### src/hw/rtl/olist_pkg.sv
// Shared types and constants for the ordered list block.
// Used by olist_cell, olist_scan and ordered_list_insert_erase_find.
`default_nettype none

package olist_pkg;

  localparam int DepthDefault     = 64;
  localparam int DataWidthDefault = 32;
  localparam int ScanLane         = 8;

  typedef enum logic [2:0] {
    MODE_INSERT     = 3'd0,
    MODE_ERASE      = 3'd1,
    MODE_FIND       = 3'd2,
    MODE_PUSH_BACK  = 3'd3,
    MODE_POP_BACK   = 3'd4,
    MODE_PUSH_FRONT = 3'd5,
    MODE_POP_FRONT  = 3'd6
  } mode_e;

  typedef enum logic [1:0] {
    ST_OK       = 2'd0,
    ST_FULL     = 2'd1,
    ST_BAD      = 2'd2,
    ST_NOTFOUND = 2'd3
  } status_e;

  typedef enum logic [1:0] {
    CELL_HOLD       = 2'd0,
    CELL_LOAD       = 2'd1,
    CELL_FROM_LOWER = 2'd2,
    CELL_FROM_UPPER = 2'd3
  } cell_op_e;

  typedef struct packed {
    logic busy;
    logic done;
    logic hit;
  } scan_stat_t;

endpackage

`default_nettype wire

### src/hw/rtl/olist_scan.sv
// First-match search over the cells' match vector, eight entries per cycle.
// Depends on olist_pkg.
`default_nettype none

module olist_scan
  import olist_pkg::*;
#(
  parameter int Depth = DepthDefault,
  parameter int IdxW  = (Depth > 1) ? $clog2(Depth) : 1
) (
  input  wire logic             clk_i,
  input  wire logic             rst_ni,
  input  wire logic             load_i,
  input  wire logic [Depth-1:0] match_i,
  output scan_stat_t            stat_o,
  output logic      [IdxW-1:0]  index_o
);

  localparam int NumChunks = (Depth + ScanLane - 1) / ScanLane;
  localparam int PadW      = NumChunks * ScanLane;
  localparam int ChW       = (NumChunks > 1) ? $clog2(NumChunks) : 1;
  localparam int BaseW     = $clog2(PadW);
  localparam int LowW      = (ScanLane > 1) ? $clog2(ScanLane) : 1;

  logic                active_q, active_d;
  logic [PadW-1:0]     vec_q, vec_d;
  logic [BaseW-1:0]    base_q, base_d;
  logic [ChW-1:0]      left_q, left_d;
  logic [ScanLane-1:0] chunk;
  logic [LowW-1:0]     low;
  logic                any_hit, last;

  assign chunk   = vec_q[ScanLane-1:0];
  assign any_hit = |chunk;
  assign last    = (left_q == '0);

  always_comb begin
    low = '0;
    for (int i = ScanLane - 1; i >= 0; i--) begin
      if (chunk[i]) begin
        low = LowW'(i);
      end
    end
  end

  assign stat_o.busy = active_q;
  assign stat_o.done = active_q && (any_hit || last);
  assign stat_o.hit  = active_q && any_hit;
  assign index_o     = IdxW'(base_q + BaseW'(low));

  always_comb begin
    active_d = active_q;
    vec_d    = vec_q;
    base_d   = base_q;
    left_d   = left_q;
    if (load_i) begin
      active_d = 1'b1;
      vec_d    = PadW'(match_i);
      base_d   = '0;
      left_d   = ChW'(NumChunks - 1);
    end else if (active_q) begin
      if (any_hit || last) begin
        active_d = 1'b0;
      end else begin
        vec_d  = vec_q >> ScanLane;
        base_d = base_q + BaseW'(ScanLane);
        left_d = left_q - ChW'(1);
      end
    end
  end

  always_ff @(posedge clk_i or negedge rst_ni) begin
    if (!rst_ni) begin
      active_q <= 1'b0;
    end else begin
      active_q <= active_d;
    end
  end

  always_ff @(posedge clk_i) begin
    vec_q  <= vec_d;
    base_q <= base_d;
    left_q <= left_d;
  end

endmodule

`default_nettype wire

### config.mk
export PLATFORM = sky130hd
export DESIGN_NAME = olist_scan
export DESIGN_NICKNAME = d
export VERILOG_FILES = /design/src/hw/rtl/olist_pkg.sv /design/src/hw/rtl/olist_scan.sv
export SDC_FILE = /design/constraint.sdc
export NUM_CORES = 1
export LEC_CHECK = 0
export ABC_AREA = 0
export BUFFER_PORTS_ARGS = -buffer_cell sky130_fd_sc_hd__buf_2
export CAP_MARGIN = 30
export CORE_MARGIN = 4
export CORE_UTILIZATION = 55
export CTS_BUF_LIST = sky130_fd_sc_hd__clkbuf_4 sky130_fd_sc_hd__clkbuf_8
export DETAILED_ROUTE_END_ITERATION = 10
export PLACE_DENSITY = 0.87
export REMOVE_ABC_BUFFERS = 1
export SYNTH_ARGS = -nofsm -noshare
export SYNTH_HDL_FRONTEND = slang
export SYNTH_SLANG_ARGS = --single-unit
export TNS_END_PERCENT = 30
### constraint.sdc
create_clock -name clk_i -period 4.6 [get_ports clk_i]
set_clock_uncertainty 0.2 [all_clocks]
set_input_delay 0.69 -clock clk_i [delete_from_list [all_inputs] [get_ports clk_i]]
set_output_delay 0.69 -clock clk_i [all_outputs]
set_load 0.02 [all_outputs]
* Word-level counts from Yosys, hierarchy flattened *
Index checks and enable logic that the tools add are counted.

word-level totals
  register bits after elaboration = 74
  input bits = 67
  output and inout bits = 9

operators by class
  add/sub/neg operators = 3
  equality and inequality tests = 1
  multiplexer cells = 14
  bitwise logic cells = 1
  reductions and logical operators = 8

operators by type and width
  cell                   count
  $mux W64               3
  $mux W3                8
  $reduce_or A8 Y1       1
  $add A6 B3 Y6          1
  $add A6 B4 Y6 const B  1
  $reduce_and A2 Y1      2
  $logic_not A3 Y1       1
  $mux W1                3
  $sub A3 B1 Y3 const B  1
  $logic_and A1 B1 Y1    2
  $ne A2 B2 Y1 const B   1
  $reduce_bool A2 Y1     1
  $logic_or A1 B1 Y1     1
  $not A1 Y1             1

* Logic depth before layout (Yosys ltp) *
Gate-level depths: netlist of run 1.

  depth after elaboration = 9
  mapped depth = 7
  mapped depth without buffers = 6

* Worst setup path after synthesis of run 1 *
OpenSTA, ideal clock, no wires.

  path kind = input-to-reg
  from = input load_i
  to = register vec_q[0], enable pin
  arrival time = 2.838 ns
  path slack = 1.130 ns
  stages on the path = 3
  path through = clkbuf_1 -> clkbuf_1 -> nand2b_1

between the ends
  cells in the longest elaborated chain, start to end = 2

RTL lines
  what                                                          line              source
  start, declared                                               olist_scan.sv:13  input wire logic load_i,
  $ne A2 B2 Y1 (no line) or $reduce_bool A2 Y1 (tied branches)  -
  $reduce_and A2 Y1 (no line) (*)                               -
  end signal, assigned                                          olist_scan.sv:81  vec_q <= vec_d;
  end, declared                                                 olist_scan.sv:26  logic [PadW-1:0] vec_q, vec_d;

Every way passes the cells marked *; elsewhere a longest branch is shown, timed or not.
A chain may end at the register's enable or synchronous reset.

* Final worst setup path of run 1 *
  from = register vec_q[5]
  to = register vec_q[43], enable pin

between the ends
  cells in the longest elaborated chain, start to end = 4

RTL lines
  what                         line              source
  $reduce_or A8 Y1             olist_scan.sv:34  assign any_hit = |chunk;
  $logic_or A1 B1 Y1           olist_scan.sv:62  if (any_hit || last) begin
  $ne A2 B2 Y1 (no line)       -
  $reduce_and A2 Y1 (no line)  -

Every way passes these cells.

==> results of run 1 <==
[path summary, 6_finish.rpt]
kind                            from         to  slack, ns  depth (start not counted)
setup / recovery            vec_q[5]  vec_q[43]       1.67                          4
hold / removal             base_q[5]  base_q[5]       0.28                          2
setup reg to reg            vec_q[5]  vec_q[43]       1.67                          4
hold reg to reg            base_q[5]  base_q[5]       0.28                          2
max in group asynchronous     rst_ni   active_q       3.65                          2
min in group asynchronous     rst_ni   active_q       0.47                          2
[timing repair]
action                    in CTS  in global routing
setup buffers                  0                  0
hold buffers                   1                  0
hold endpoints to repair       1                  0
[layout make-up]
type,instances,area [sq um]
Tap cell,70,87.6
Sequential cell,71,2070
Fill cell,366,1510
Timing Repair Buffer,79,408
Multi-Input combinational cell,100,930
Inverter,6,22.5
Clock buffer,11,139
Clock inverter,5,72.6
[per-stage QoR]
| stage | worst slack, ns | hold slack, ns | utilization (%) | power, mW |
|---|---|---|---|---|
| 5_1_grt | 1.41 | 0.306 | 71.1 | 1.47 |
| 3_3_place_gp | 1.82 | 0.265 | 66.9 | 0.893 |
| 2_1_floorplan | 1.28 | 0.194 | - | 0.845 |
| 6_report | 1.67 | 0.283 | 71.1 | 1.41 |
| 4_1_cts | 1.67 | 0.288 | 71.1 | 1.43 |
| 3_5_place_dp | 1.68 | 0.266 | 66.9 | 0.899 |
[flip-flops by register name, summed over array words and instances, names as in the netlist]
signal,cells
vec_q,64
base_q,3
left_q,3
active_q,1
[placed cells by master (no fill, tap or decap), drive strengths merged]
master,n
dlygate4sd3,1
and2,9
nor2b,2
nand2,1
and2b,1
dfrtp,1
or3,1
o21a,1
buf,78
nand4b,1
mux2,56
nand3b,1
dfxtp,6
inv,6
nor4,2
o21bai,1
clkbuf,11
xnor2,1
nand2b,5
clkinv,3
ha,3
a21oi,3
nor3,3
nor2,2
o21ai,6
edfxtp,64
bufinv,2
xor2,1
[cells in the mapped netlist (all sizes together) (2+ instances only)]
cell type  instances
edfxtp            64
clkbuf             5
nand2b             5
nor4               2
o21ai              6
and2               9
a21oi              3
ha                 3
mux2              56
inv                6
dfxtp              6
nor2               2
nor3               3
buf                5
nor2b              2
[routing by layer]
layer / vias up / track usage (%) / wire length [um]
met5: - / 0 / 0
li1: 862 / - / -
met1: 797 / 20.1 / 2210
met4: 0 / 9.31 / 82
met3: 8 / 5.21 / 445
met2: 62 / 24.7 / 2290
[report_power, final]
group | total, mW | leakage, nW | switching, mW | internal, mW
Combinational | 0.117 | 0.699 | 0.0495 | 0.0674
Clock | 0.530 | 0.109 | 0.216 | 0.313
Sequential | 0.768 | 0.691 | 0.0129 | 0.755
[cells by family after synthesis]
kind of cell	count (synthesis)	share of synthesized area [%]
xor gates and xnor gates	2	0.572
adders and majority gates	3	1.23
muxes	56	20.6
AOI/OAI and AO/OA	11	1.96
and+or+nand+nor	28	5.92
buffers and inverters	16	2.25
DFF	71	67.5
[worst max-delay path: cells and delay by family (launching register included)]
kind	cells	cell delay (ns)
DFF	1	0.43
buffers and inverters	1	0.41
and+or+nand+nor	3	1.56
==> out/results.ini, run 1 <==
[outcome]
status = completed

[timing]
setup_viol = 0
slew_headroom_pct = 46.9
max_freq_ghz = 0.341
rsz0062_at_grt = no
final.min_clock_period_ns = 2.93
tns_ns = 0
fin_crit_sh_pct = 63.7
drv_slew = 0
tightest_slew_ns = 0.797
hold_viol = 0

[routing]
wl_mm = 5.02
drtIter0Drc = 96
vias = 1729
ant_nets = 0
avgRoutedWirePerCell_um = 14.7
drtPass1Iterations = 4
drc = 0
vias_per_cell = 5.06

[floorplanning]
rows = 26
die_x_um = 82.6
design.die.area_sq_um = 6830
start_util_pct = 58.5
die_y_um = 82.6
core_area_sq_um = 5240
ioPinCount = 76

[synth]
ys_types = 26
synth-main-ff-cell = edfxtp_1
syn_avg_cell_area_sq_um = 16.4
synth-seq-area-share_pct = 67.5
synth_edf_count = 64
synth.area.top_cells = edfxtp_1, mux2_2, dfxtp_1, and2_1, ha_1
ys_warn_count = 0
synth_cells = 187
yosys_register_bits = 71
syn-cell-area_sq_um = 3060
postSynth.asyncResetShare_pct = 1.41
synth_top_cell_area_share_pct = 62.7
synth_top_area_cell = edfxtp_1

[clock_network]
clkLatencyLatePin_ns = 0.34
cts_sinks = 71
numCtsBuffers = 9
path_clk_slew_ns = 0.07
cts_tree = done
ctsResizeCount = 0
root_buffer = clkbuf_8
cts.path.max_buffers = 2
h-tree-depth = 3

[global_route]
grt_pass1_vias = 1764
grt_pass1_wl_mm = 7.87
grt_overflow = 0
grt_max_degree = 75
track_usage_pct = 16.1
antenna_found_initial = 0

[worst_setup_path]
crit_required_ns = 4.41
worstSetupPathType = flip-flop to flip-flop
startpoint_type = flip-flop
slowest_delay_ns = 0.64
cp_slowest_cell = nand2b_2
end_kind = flip-flop
arrival_ns = 2.74
cp_max_fo = 25
crit_chain = nor4_2, nand4b_1, nand2b_2, buf_4

[placement]
place_inst = 325
port_buffers = 75
place_congestion = 0.722
dpl_cell_area_sq_um = 3500
hpwl_mm = 3.37

[power_and_ir_drop]
p_leak_nw = 1.50
powerDensity_nw_per_um2 = 380
vdd_ir_drop_max_mv = 0.251

[finish]
instances_no_fill = 342
diodes = 0
final_area_sq_um = 3730
drive_above_1_share_pct = 55.5
area_growth_pct = 21.7
fin_nets = 337

[flow_run]
maxCapViolations = 0

[min_path]
min_path_type = flip-flop to flip-flop

No activity file was read; power rests on OpenSTA's default activity.
==> inputs of run 2 (changes only) <==
--- a/config.mk
+++ b/config.mk
@@ -9,10 +9,10 @@
 export BUFFER_PORTS_ARGS = -buffer_cell sky130_fd_sc_hd__buf_2
 export CAP_MARGIN = 30
 export CORE_MARGIN = 4
-export CORE_UTILIZATION = 55
+export CORE_UTILIZATION = 50
 export CTS_BUF_LIST = sky130_fd_sc_hd__clkbuf_4 sky130_fd_sc_hd__clkbuf_8
 export DETAILED_ROUTE_END_ITERATION = 10
-export PLACE_DENSITY = 0.87
+export PLACE_DENSITY = 0.84
 export REMOVE_ABC_BUFFERS = 1
 export SYNTH_ARGS = -nofsm -noshare
 export SYNTH_HDL_FRONTEND = slang
==> constraint.sdc (replaced) <==
create_clock -name clk_i -period 2.6 [get_ports clk_i]
set_clock_uncertainty 0.2 [all_clocks]
set_input_delay 0.39 -clock clk_i [delete_from_list [all_inputs] [get_ports clk_i]]
set_output_delay 0.39 -clock clk_i [all_outputs]
set_load 0.02 [all_outputs]
==> run 2 against run 1 <==
Power is 61% higher. Flip-flop and latch count stayed put. First-iteration DRC count is 19% higher. Sequential share of layout area is 0.21 points higher.
==> out/results.ini, run 2 (synthesis results as in run 1) <==
[clock_network]
cts_tree = done
path_clk_slew_ns = 0.07
numCtsBuffers = 9
cts_sinks = 71
ctsResizeCount = 0
root_buffer = clkbuf_8
clkLatencyLatePin_ns = 0.33
h-tree-depth = 3
cts.path.max_buffers = 2
post_cts_buffers = 0

[routing]
drtPass1Iterations = 4
vias = 1731
wl_mm = 4.93
vias_per_cell = 4.97
drc = 0
drtIter0Drc = 114
avgRoutedWirePerCell_um = 14.2
ant_nets = 0

[placement]
place_congestion = 0.745
port_buffers = 75
place_inst = 331
dpl_worst_slack_ns = 0.438
hpwl_mm = 3.40
dpl_cell_area_sq_um = 3550

[timing]
tightest_slew_ns = 0.407
rsz0062_at_grt = no
drv_slew = 0
max_freq_ghz = 0.451
final.min_clock_period_ns = 2.22
slew_headroom_pct = 72.9
hold_viol = 0
finalWorstSetupSlack_ns = 0.384
fin_crit_sh_pct = 85.2
setup_viol = 0

[floorplanning]
die_x_um = 86.3
ioPinCount = 76
core_area_sq_um = 5920
start_util_pct = 51.7
die_y_um = 86.3
rows = 28
design.die.area_sq_um = 7440

[finish]
diodes = 0
n_fill_cell = 446
top_regs = vec_q (64), base_q (3), left_q (3)
instances_no_fill = 348
top_register = vec_q
fin_nets = 338
largest_register_ffs = 64
multi_input_area_sq_um = 935
layout_commonest_cell = buf_2
layout_common_cells = buf_2, edfxtp_1, mux2_2
drive_above_1_share_pct = 54.9
final_area_sq_um = 3710
seqCellArea_sq_um = 2070
area_growth_pct = 21.2

[power_and_ir_drop]
p_leak_nw = 1.49
pwr-share-comb_pct = 9.3
switchingPower_mw = 0.486
vdd_ir_drop_max_mv = 0.387
powerDensity_nw_per_um2 = 612
p_int_mw = 1.79
p_seq_share_pct = 59.8
swShare_pct = 21.4
clockPowerShare_pct = 30.9

[global_route]
grt_pass1_wl_mm = 8.16
track_usage_pct = 14.5
grt_overflow = 0
antenna_found_initial = 0
grt_max_degree = 57
grt_pass1_vias = 1790

[worst_setup_path]
crit_required_ns = 2.01
cp.buffers_inverters = 1
crit_chain = nor4_2, nand2_1, o21a_1, buf_2
arrival_ns = 1.63
end_kind = output pin
cp_max_fo = 3
cp_top_family = simple AND/OR/NAND/NOR gates
worstSetupPathType = flip-flop to output pin
startpoint_type = flip-flop
slowest_delay_ns = 0.43
cp_slowest_cell = edfxtp_1

[outcome]
status = completed

[flow_run]
maxCapViolations = 0

[min_path]
min_path_type = input port to flip-flop

run 2: cell types whose count changed in the layout (fill, tap and decap cells not counted), sizes merged:
cell	previous run	this run
buf	78	79
bufinv	2	0
clkbuf	11	9
clkinv	3	7
run 2: power groups by stage:
| stage | clock (mW) | sequential, mW | combinational, mW |
|---|---|---|---|
| 2_1_floorplan | 0 | 1.38 | 0.114 |
| 6_report | 0.703 | 1.36 | 0.211 |
| 3_3_place_gp | 0 | 1.38 | 0.206 |
| 3_5_place_dp | 0 | 1.38 | 0.212 |
| 4_1_cts | 0.725 | 1.36 | 0.215 |
| 5_1_grt | 0.789 | 1.37 | 0.234 |
run 2: cell type report:
type / instances / area share [%]
flip-flops and latches: 71 / 55.7
multi-input cells: 100 / 25.2
repair buffers: 80 / 11.9
clock buffers: 9 / 3.34
well taps: 75 / 2.53
clock inverters: 7 / 0.809
inverters: 6 / 0.607
run 2: metrics by stage:
step | setup TNS [ns] | power (mW) | util (%) | hold slack (ns)
2_1_floorplan | -45.95 | 1.49 | - | -0.106
3_5_place_dp | 0 | 1.60 | 59.9 | -0.0339
4_1_cts | 0 | 2.30 | 62.7 | 0.120
5_1_grt | 0 | 2.39 | 62.7 | 0.122
3_3_place_gp | 0 | 1.59 | 59.9 | -0.0357
6_report | 0 | 2.27 | 62.7 | 0.135
run 2: repair_timing:
action | 4_1_cts | 5_1_grt
endpoints found under the hold margin | 1 | 0
setup endpoints to repair | 0 | 0
hold buffers | 1 | 0
run 2: layer usage:
| metal | up-vias | GRT usage, % | part of all wire [%] |
|---|---|---|---|
| met2 | 58 | 21.9 | 46 |
| met1 | 804 | 18.5 | 42 |
| met4 | 0 | 5.52 | 1.5 |
| met3 | 9 | 6.46 | 9.9 |
| met5 | - | 0 | 0 |
| li1 | 860 | - | - |
run 2: final timing paths:
check	start	end	slack, ns	cells past startpoint
max in group asynchronous	rst_ni	active_q	1.96	2
max	vec_q[5]	stat_o[1]	0.38	4
min	match_i[60]	vec_q[60]	0.13	2
max reg2reg	vec_q[5]	vec_q[2]	0.42	4
min reg2reg	base_q[5]	base_q[5]	0.29	2
min in group asynchronous	rst_ni	active_q	0.15	2
