`config.mk`:
```
export PLATFORM = sky130hd
export DESIGN_NAME = olist_cell
export DESIGN_NICKNAME = d
export VERILOG_FILES = /design/src/hw/rtl/olist_pkg.sv /design/src/hw/rtl/olist_cell.sv
export SDC_FILE = /design/constraint.sdc
export NUM_CORES = 1
export LEC_CHECK = 0
export BUFFER_PORTS_ARGS = -buffer_cell sky130_fd_sc_hd__buf_2
export CAP_MARGIN = 20
export CORE_MARGIN = 2
export CORE_UTILIZATION = 39
export DETAILED_ROUTE_END_ITERATION = 8
export PLACE_DENSITY = 0.81
export SLEW_MARGIN = 20
export SYNTH_ARGS = -nofsm -noshare
export SYNTH_HDL_FRONTEND = slang
export SYNTH_SLANG_ARGS = --single-unit
```
`constraint.sdc`:
```
create_clock -name clk_i -period 1.5 [get_ports clk_i]
set_input_delay 0.075 -clock clk_i [delete_from_list [all_inputs] [get_ports clk_i]]
set_output_delay 0.075 -clock clk_i [all_outputs]
set_load 0.005 [all_outputs]
```
`src/hw/rtl/olist_pkg.sv`:
```
// Shared types and constants for the ordered list block.
// Used by olist_cell, olist_scan and ordered_list_insert_erase_find.
`default_nettype none

package olist_pkg;

  localparam int DepthDefault     = 64;
  localparam int DataWidthDefault = 32;
  localparam int ScanLane         = 8;

  typedef enum logic [2:0] {
    MODE_INSERT     = 3'd0,
    MODE_ERASE      = 3'd1,
    MODE_FIND       = 3'd2,
    MODE_PUSH_BACK  = 3'd3,
    MODE_POP_BACK   = 3'd4,
    MODE_PUSH_FRONT = 3'd5,
    MODE_POP_FRONT  = 3'd6
  } mode_e;

  typedef enum logic [1:0] {
    ST_OK       = 2'd0,
    ST_FULL     = 2'd1,
    ST_BAD      = 2'd2,
    ST_NOTFOUND = 2'd3
  } status_e;

  typedef enum logic [1:0] {
    CELL_HOLD       = 2'd0,
    CELL_LOAD       = 2'd1,
    CELL_FROM_LOWER = 2'd2,
    CELL_FROM_UPPER = 2'd3
  } cell_op_e;

  typedef struct packed {
    logic busy;
    logic done;
    logic hit;
  } scan_stat_t;

endpackage

`default_nettype wire

```
`src/hw/rtl/olist_cell.sv`:
```
// One list entry: holds a value, loads it or takes a neighbor's, compares to a key.
// Depends on olist_pkg.
`default_nettype none

module olist_cell
  import olist_pkg::*;
#(
  parameter int DataWidth = DataWidthDefault
) (
  input  wire logic                 clk_i,
  input  wire cell_op_e             op_i,
  input  wire logic [DataWidth-1:0] value_i,
  input  wire logic [DataWidth-1:0] lower_i,
  input  wire logic [DataWidth-1:0] upper_i,
  input  wire logic [DataWidth-1:0] key_i,
  output logic      [DataWidth-1:0] data_o,
  output logic                      match_o
);

  logic [DataWidth-1:0] data_q, data_d;

  always_comb begin
    case (op_i)
      CELL_LOAD:       data_d = value_i;
      CELL_FROM_LOWER: data_d = lower_i;
      CELL_FROM_UPPER: data_d = upper_i;
      default:         data_d = data_q;
    endcase
  end

  always_ff @(posedge clk_i) begin
    data_q <= data_d;
  end

  assign data_o  = data_q;
  assign match_o = (data_q == key_i);

endmodule

`default_nettype wire

```
### Word-level counts from Yosys, hierarchy flattened

Cells that the tools add are included.

* equal/unequal tests: 4
* reductions and logical operators: 1
* multiplexer cells: 1

Operators by type and width (number)
* 32-bit case mux with 3 select lines: 1
* 32-bit == test: 1
* 2-bit == test, second input constant: 2
* 3-bit nonzero test: 1
* 2-bit by 1-bit == test with 1-bit output, second input constant: 1

* output and inout port bits: 33
* input port bits: 131
* word-level logic and storage cells: 7
* register bits: 32

### Logic depth before layout (Yosys ltp)

Gate-level depths: netlist of run 1.

* depth in word-level cells: 2
* gate-level depth with buffers: 4
* depth with buffers taken out: 4

### Worst setup path before layout of run 1

No wires, ideal clock.

* path type: input -> register
* start point: input op_i[0]
* end point: register data_q[0] (netlist: data_o[0]), enable pin
* path buffers: 2
* library setup time: 0.375 ns
* data required time: 1.125 ns
* arrival: 0.848 ns
* cell stages on the path: 3
* slack: 0.278 ns
* cells stage by stage: buf_4 -> buf_6 -> or2_2

* word-level cells in the longest chain between the ends: 2
* elaborated cells on any way between the ends: 4
* those cells by class: eq/ne (3); reduce/logical (1)

RTL lines
* start: declaration: line olist_cell.sv:11 `input wire cell_op_e op_i,`
* 2-bit == test or 2-bit by 1-bit == test with 1-bit output (tied branches): line olist_cell.sv:23 `case (op_i)`
* 3-bit nonzero test (no source line) *
* end signal: assignment: line olist_cell.sv:32 `data_q <= data_d;`
* end: declaration: line olist_cell.sv:20 `logic [DataWidth-1:0] data_q, data_d;`

Mark *: on every way between the ends. The rest lies on a longest branch, timed or not.
A chain may end at the register's enable or synchronous reset.

### Final worst setup path of run 1

* start point: register data_q[3] (netlist: data_o[3])
* end point: output match_o

* word-level cells in the longest chain between the ends: 1

RTL lines
* 32-bit == test: line olist_cell.sv:36 `assign match_o = (data_q == key_i);`
* end: declaration: line olist_cell.sv:17 `output logic match_o`

No other way between the ends.

==> results of run 1 <==
[cell families after synthesis]
kind of cell              share of synthesized area (%)
AOI/OAI and AO/OA                                  8.06
DFF                                                48.4
xor gates and xnor gates                           14.1
and+or+nand+nor                                    9.70
muxes                                              16.1
buffers and inverters                              3.65
[through the flow]
stage	area (sq um)	std cells	setup WS [ns]	TNS, ns
after global placement	2840	405	-0.00226	-0.00226
after global routing	2940	410	-0.318	-0.318
after CTS	2940	410	-0.177	-0.177
after floorplan	1990	183	0.278	0
after detailed placement	2840	405	0.00859	0
final	2940	410	-0.188	-0.188
[path summary, 6_finish.rpt]
kind                        from         to  cells after the start
worst max-delay path   data_o[3]    match_o                      5
worst min-delay path  value_i[0]  data_o[0]                      3
[synthesized netlist by cell type, drive strengths merged]
master / n
edfxtp: 32
clkbuf: 3
nand4: 2
xor2: 32
or2: 1
nor4: 8
buf: 8
mux2i: 32
a21oi: 32
nor2: 33
[per-layer routing]
layer | wire length (um) | GRT usage (%) | share of wire, % | vias up
li1 | - | - | - | 976
met1 | 2090 | 20.5 | 36 | 860
met2 | 3040 | 39.1 | 53 | 101
met3 | 573 | 6.35 | 9.9 | 5
met4 | 60 | 6.04 | 1.0 | 0
met5 | 0 | 0 | 0 | -
[cell type report]
cell class	count	area share, %
repair buffers	166	28.5
clock buffers	5	2.34
flip-flops and latches	32	32.7
well taps	67	2.85
multi-input cells	140	33.5
[layout by cell type (no fill, tap or decap)]
cell type / netlist / layout
nor4_2: 0 / 5
mux2i_1: 32 / 32
buf_4: 1 / 3
clkbuf_8: 0 / 5
buf_2: 4 / 163
nor4_1: 8 / 3
edfxtp_1: 32 / 32
or2_2: 1 / 1
nor2_1: 33 / 33
a21oi_1: 32 / 32
xor2_1: 32 / 32
nand4_1: 2 / 2
[repair_timing]
item	CTS	global route
pin swaps	1	2
gates resized for setup	5	0
endpoints found under the setup margin	1	1
hold endpoints to repair	0	0
[power groups by stage]
stage / clock (W) / sequential [W] / combinational, W
global route: 0.000633 / 0.00119 / 0.000696
floorplan: 0 / 0.00121 / 0.000263
global placement: 0 / 0.00119 / 0.000595
CTS: 0.000590 / 0.00118 / 0.000629
detailed placement: 0 / 0.00120 / 0.000605
finish: 0.000573 / 0.00118 / 0.000620
==> run_results.csv, run 1 <==
group,metric,value,unit
finish,seq_area,961,sq um
cts,clk_pin_slew,0.06,ns
worst_setup_path,endpoint_kind,"output pin",
global_routing,grt_use_total,20.2,%
run_status,outcome,"finished, violations left",
timing,drv_slew,0,
global_routing,grt_overflow,0,
detailed_routing,drtPass1Iterations,4,
cts,cts_tree,"yes",
detailed_routing,wl_per_cell,14.1,um
worst_setup_path,cp.arrival,1.61,ns
power,pwr-share-comb,26.1,%
detailed_routing,vias_per_cell,4.74,
floorplanning,die_x,75.4,um
timing,fmax,593,MHz
cts,clockBufferDepth,2,
finish,largest_reg_flops,32,
worst_setup_path,crit_type,"flop to output pin",
power,p_int,0.00174,W
worst_setup_path,critPathMaxFanout,2,
timing,min_period,1.69,ns
timing,whs,0.123,ns
cts,clockRootBuffer,"clkbuf_8",
min_path,hold_class,"input pin to flop",
logic_synthesis,synth.distinct_cells,12,
detailed_routing,finalWirelength,5.77,mm
logic_synthesis,ys_seq_area_share,48.4,%
timing,fin_crit_sh,113,%
worst_setup_path,cp_top_family,"simple AND/OR/NAND/NOR gates",
timing,rsz0062_at_grt,"true",
logic_synthesis,yosys_warnings,0,
cts,post_cts_buffers,0,
floorplanning,dieHeight,75.4,um
finish,area_growth,47.8,%
worst_setup_path,path_buf_inv,1,
logic_synthesis,yosysTopAreaCellShare,48.4,%
detailed_routing,drc_errors,0,
global_routing,grt_pass1_vias,1923,
logic_synthesis,syn_area_per_cell,10.9,sq um
placed_design,portBuffers,163,
power,total_power,0.00237,W
cts,postCtsHoldBufs,0,
floorplanning,core,0.00482,sq mm
run_status,violations,"setup timing",
finish,drive_above_1_share,51.6,%
worst_setup_path,crit_chain,"xor2_1, nor4_2, nand4_1, nor2_1, buf_2",
job,maxCapViolCount,0,
finish,multi_input_area,985,sq um
global_routing,antenna_found_initial,0,
global_routing,grt_pass1_wl,8.39,mm
floorplanning,rows,25,
placed_design,place_hpwl,4.64,mm
finish,nFillCells,452,
logic_synthesis,ys_ff_latch,32,
worst_setup_path,worstPathRequired,1.42,ns
finish,antenna_cells,0,
power,switching_power,0.000635,W
worst_setup_path,startpoint_type,"flop",
floorplanning,pin_count,164,
detailed_routing,dr_total_vias,1942,
power,pwr-share-clk,24.1,%
logic_synthesis,syn-num-nets,314,
logic_synthesis,synth_top_cell_by_area,"edfxtp_1",
logic_synthesis,ys_top_cells_by_area,"edfxtp_1 (48%), mux2i_1 (16%), xor2_1 (14%)",
logic_synthesis,syn-cell-area,0.00199,sq mm
worst_setup_path,crit_path_top_delay_cell,"edfxtp_1",
timing,slew_headroom,50.2,%
logic_synthesis,synth_cells,183,
floorplanning,die_area,0.00568,sq mm
cts,clock-sinks,32,
power,vdd_drop_max,0.000408,V
detailed_routing,ant_nets,0,
cts,cts_buffers,5,
placed_design,gp_congestion,0.751,
power,p_per_area,808,mW/mm^2
timing,hold_viol_final,0,
cts,htreeDepth,2,
detailed_routing,drt_iter0_markers,49,
finish,nNetsFinal,476,
power,swShare,26.8,%
floorplanning,start_util,41.2,%
worst_setup_path,max_stage_delay,0.41,ns
timing,worst_slew_pin_slew,0.747,ns
timing,setup_viol,1,
power,power_leakage,1.45,nW
power,p_seq_share,49.7,%
timing,fin_ws,-0.188,ns
global_routing,grt_max_degree,65,
finish,final_util,61.0,%
No activity file was read; power rests on OpenSTA's default activity.
==> inputs of run 2 (changes only) <==
==> constraint.sdc (replaced) <==
create_clock -name clk_i -period 1.5 [get_ports clk_i]
set_input_delay 0.075 -clock clk_i [delete_from_list [all_inputs] [get_ports clk_i]]
set_output_delay 0.075 -clock clk_i [all_outputs]
set_load 0.01 [all_outputs]
==> run 2 against run 1 <==
  * The flow still finishes with violations (setup timing)
  * Global-route usage shrank 0.27 points
  * Sequential share of layout area is the same
  * Core utilization is the same
  * Die area is the same
  * Setup slack gained 0.023 ns
  * Maximum frequency grew 1.4%
  * Sequential power is essentially flat
  * Hold slack gained 0.00093 ns
  * Via count shrank 0.88%
  * Clock power is essentially flat
  * Critical endpoint unchanged
==> run_results.csv, run 2 (synthesized netlist as in run 1, its figures left out) <==
group,metric,value,unit
run_status,outcome,"finished, violations left",
run_status,violations,"setup timing",
timing,setup_tns,-0.165,ns
detailed_routing,top_layer,"met4",
global_routing,grt_pass1_wl,8.29,mm
cts,clockRootBuffer,"clkbuf_8",
timing,drv_slew,0,
cts,htreeDepth,2,
placed_design,gp_congestion,0.751,
global_routing,grt_overflow,0,
timing,fin_crit_sh,111,%
floorplanning,dieHeight,75.4,um
finish,final_util,61.0,%
detailed_routing,finalWirelength,5.76,mm
worst_setup_path,startpoint_type,"flop",
finish,final_common_cell,"buf_2",
worst_setup_path,cp.arrival,1.59,ns
timing,fin_ws,-0.165,ns
finish,drive_above_1_share,51.6,%
timing,min_period,1.66,ns
min_path,hold_class,"input pin to flop",
detailed_routing,drtPass1Iterations,4,
detailed_routing,drt_iter0_markers,52,
global_routing,grt_use_total,19.9,%
cts,clk_pin_slew,0.06,ns
placed_design,place_hpwl,4.66,mm
detailed_routing,wl_met2,2.97,mm
detailed_routing,dr_total_vias,1925,
detailed_routing,wl_per_cell,14.0,um
floorplanning,die_x,75.4,um
timing,fmax,601,MHz
floorplanning,rows,25,
timing,rsz0062_at_grt,"true",
global_routing,antenna_found_initial,0,
finish,most-common-layout-cells,"buf_2 (163), nor2_1 (33)",
power,power_leakage,1.45,nW
detailed_routing,wl_met3,561,um
worst_setup_path,crit_type,"flop to output pin",
worst_setup_path,critPathMaxFanout,2,
finish,nFillCells,441,
timing,worst_slew_pin_slew,0.754,ns
cts,clockBufferDepth,2,
detailed_routing,ant_nets,0,
finish,antenna_cells,0,
global_routing,grt_max_degree,65,
timing,setup_viol,1,
worst_setup_path,worstPathRequired,1.42,ns
power,p_per_area,823,mW/mm^2
cts,post_cts_buffers,0,
placed_design,portBuffers,163,
detailed_routing,vias_per_cell,4.70,
detailed_routing,drc_errors,0,
finish,nNetsFinal,476,
floorplanning,pin_count,164,
floorplanning,die_area,0.00568,sq mm
cts,cts_tree,"yes",
timing,slew_headroom,49.8,%
cts,clock-sinks,32,
finish,area_growth,47.8,%
timing,whs,0.124,ns
cts,cts_buffers,5,
detailed_routing,drt-met1-wl,2.17,mm
floorplanning,core,0.00482,sq mm
floorplanning,start_util,41.2,%
job,maxCapViolCount,0,
power,vdd_drop_max,0.000429,V
global_routing,grt_pass1_vias,1887,
timing,hold_viol_final,0,
finish,largest_reg_flops,32,
worst_setup_path,endpoint_kind,"output pin",
[run 2: cell counts in the layout (fill, tap and decap cells not counted)]
Identical to the previous run, type by type.
[run 2: metal layers]
metal	global-route usage, %	up-vias
met5	0	-
met4	5.26	0
met2	38.3	105
li1	-	979
met1	20.8	836
met3	6.22	5
[run 2: cell type report]
type | instances | area [sq um] | share of cell area, %
Clock buffer | 5 | 68.8 | 2.34
Timing Repair Buffer | 166 | 838 | 28.5
Multi-Input combinational cell | 140 | 985 | 33.5
Sequential cell | 32 | 961 | 32.7
Tap cell | 67 | 83.8 | 2.85
[run 2: metrics by stage]
stage	instances	power, W	worst slack (ns)	cell area, sq um
6_report	410	0.00242	-0.165	2940
3_3_place_gp	405	0.00183	-0.0200	2840
5_1_grt	410	0.00256	-0.316	2940
4_1_cts	410	0.00244	-0.191	2940
3_5_place_dp	405	0.00185	-0.00845	2840
2_1_floorplan	183	0.00151	0.277	1990
[run 2: worst paths after layout]
check,end,depth (start not counted),start,slack [ns]
worst max-delay path,match_o,5,data_o[15],-0.16
worst min-delay path,data_o[16],3,value_i[16],0.12
[run 2: critical path, cell delays in order (launching register included)]
cell      delay, ns
edfxtp_1       0.39
xor2_1         0.17
nor4_2         0.34
nand4_1        0.14
nor2_1         0.13
buf_2          0.14
[run 2: what timing repair did]
item,CTS,global route
hold buffers,0,0
setup endpoints to repair,1,1
gates resized for setup,5,0
pin swaps,1,2
hold endpoints to repair,0,0
[run 2: where the power goes]
| part | switching (W) | leakage (nW) | internal (W) |
|---|---|---|---|
| Clock | 0.000276 | 0.0359 | 0.000298 |
| Sequential | 0.0000653 | 0.322 | 0.00111 |
| Combinational | 0.000334 | 1.09 | 0.000328 |
==> inputs of run 3 (changes only) <==
--- a/config.mk
+++ b/config.mk
@@ -9,8 +9,10 @@
 export CAP_MARGIN = 20
 export CORE_MARGIN = 2
 export CORE_UTILIZATION = 39
+export CTS_CLUSTER_DIAMETER = 150
 export DETAILED_ROUTE_END_ITERATION = 8
 export PLACE_DENSITY = 0.81
+export RECOVER_POWER = 25
 export SLEW_MARGIN = 20
 export SYNTH_ARGS = -nofsm -noshare
 export SYNTH_HDL_FRONTEND = slang
==> run 3 against run 2 <==
  * The flow still finishes with violations (setup timing)
  * Maximum frequency hardly changed
  * Sequential share of layout area grew 0.056 points
  * Wire length down 0.10%
  * Combinational power about the same
  * First-iteration DRC count is 3.8% higher
  * Non-clock buffer count is the same
  * Critical path type unchanged
==> run_results.csv, run 3 (synthesized netlist as in run 1, its figures left out) <==
group,metric,value,unit
run_status,outcome,"finished, violations left",
run_status,violations,"setup timing",
cts,clockRootBuffer,"clkbuf_8",
global_routing,grt_max_degree,65,
finish,seq_area,961,sq um
floorplanning,start_util,41.2,%
timing,fin_crit_sh,111,%
cts,clock-sinks,32,
finish,antenna_cells,0,
finish,multi_input_area,985,sq um
timing,min_period,1.66,ns
power,vdd_drop_max,0.000429,V
placed_design,portBuffers,163,
job,maxCapViolCount,0,
worst_setup_path,startpoint_type,"flop",
finish,largest_reg_flops,32,
min_path,hold_class,"input pin to flop",
worst_setup_path,crit_type,"flop to output pin",
placed_design,place_hpwl,4.66,mm
min_path,hold_path_end,"data_o[0]",
detailed_routing,drc_errors,0,
finish,nNetsFinal,476,
worst_setup_path,critPathMaxFanout,2,
timing,hold_viol_final,0,
timing,slew_headroom,23.2,%
timing,worst_slew_pin_slew,1.15,ns
worst_setup_path,worstPathRequired,1.42,ns
finish,stdcell_area,0.00293,sq mm
global_routing,grt_use_total,19.9,%
detailed_routing,drt_iter0_markers,54,
placed_design,gp_congestion,0.751,
worst_setup_path,cp.arrival,1.59,ns
finish,nFillCells,439,
detailed_routing,drtPass1Iterations,4,
min_path,min_delay_path_depth,3,
timing,setup_viol,1,
power,p_per_area,823,mW/mm^2
timing,drv_slew,0,
worst_setup_path,crit_path_top_delay_cell,"edfxtp_1",
cts,post_cts_buffers,0,
worst_setup_path,max_stage_delay,0.39,ns
min_path,worstHoldStart,"value_i[0]",
placed_design,placed_area,0.00284,sq mm
floorplanning,die_area,0.00568,sq mm
cts,htreeDepth,2,
floorplanning,rows,25,
timing,fmax,601,MHz
timing,fin_ws,-0.165,ns
detailed_routing,wl_per_cell,14.0,um
cts,cts_tree,"yes",
finish,final_util,60.9,%
finish,final_cells,410,
finish,final_common_cell,"buf_2",
power,power_leakage,1.44,nW
finish,area_growth,47.5,%
global_routing,grt_pass1_wl,8.29,mm
floorplanning,die_x,75.4,um
floorplanning,core,0.00482,sq mm
timing,rsz0062_at_grt,"true",
detailed_routing,finalWirelength,5.75,mm
floorplanning,dieHeight,75.4,um
power,total_power,0.00241,W
finish,most-common-layout-cells,"buf_2 (161), nor2_1 (33)",
cts,clk_pin_slew,0.06,ns
cts,cts_buffers,5,
detailed_routing,dr_total_vias,1917,
global_routing,grt_pass1_vias,1887,
floorplanning,pin_count,164,
detailed_routing,ant_nets,0,
global_routing,grt_overflow,0,
cts,clockBufferDepth,2,
global_routing,antenna_found_initial,0,
detailed_routing,vias_per_cell,4.68,
worst_setup_path,crit_chain,"xor2_1, nor4_2, nand4_1, nor2_1, buf_2",
finish,drive_above_1_share,51.0,%
worst_setup_path,endpoint_kind,"output pin",
placed_design,dp_cells,405,
-- run 3: changes by cell type in the layout (fill, tap and decap cells not counted), sizes merged --
cell | previous run | this run
buf | 166 | 163
clkbuf | 5 | 8
-- run 3: per-stage QoR --
stage	hold WS [ns]	setup WS, ns	setup TNS, ns
floorplan	0.305	0.277	0
global placement	0.396	-0.0200	-0.0200
detailed placement	0.401	-0.00845	-0.00845
CTS	0.108	-0.191	-0.191
global route	0.135	-0.316	-0.316
finish	0.125	-0.165	-0.165
-- run 3: how the worst max path moves through the flow --
| stage | from | endpoint | slack, ns | depth (start not counted) |
|---|---|---|---|---|
| 2_1_floorplan | data_o[31] | match_o | 0.28 | 4 |
| 3_3_place_gp | data_o[29] | match_o | -0.02 | 5 |
| 3_5_place_dp | data_o[18] | match_o | -0.008 | 5 |
| 4_1_cts | data_o[18] | match_o | -0.19 | 5 |
| 5_1_grt | data_o[29] | match_o | -0.32 | 5 |
| 6_report | data_o[15] | match_o | -0.16 | 5 |
-- run 3: area by class of cell --
cell class                      count  share of cell area (%)
Sequential cell                    32                    32.8
Timing Repair Buffer              166                    28.4
Tap cell                           67                    2.86
Clock buffer                        5                    2.35
Multi-Input combinational cell    140                    33.6
-- run 3: worst max-delay path: cells and delay by family, from the launching register on --
| kind | cells | cell delay, ns |
|---|---|---|
| flip-flops | 1 | 0.39 |
| buffers and inverters | 1 | 0.14 |
| AND/OR/NAND/NOR | 3 | 0.61 |
| XOR/XNOR | 1 | 0.17 |
-- run 3: per-layer routing --
layer	global-route usage (%)	vias to the layer above	share of wire [%]
li1	-	978	-
met1	20.8	829	38
met2	38.3	105	52
met3	6.22	5	9.7
met4	5.26	0	1.0
met5	0	-	0
-- run 3: repair_timing --
item                       in CTS  in global routing
hold buffers                    0                  0
pin swaps                       1                  2
setup endpoints to repair       1                  1
hold endpoints to repair        0                  0
resized for setup               5                  0
-- run 3: report_power, final --
| group | switching (W) | internal, W | leakage [nW] |
|---|---|---|---|
| sequential | 0.0000656 | 0.00111 | 0.322 |
| clock | 0.000275 | 0.000298 | 0.0359 |
| combinational | 0.000334 | 0.000327 | 1.09 |
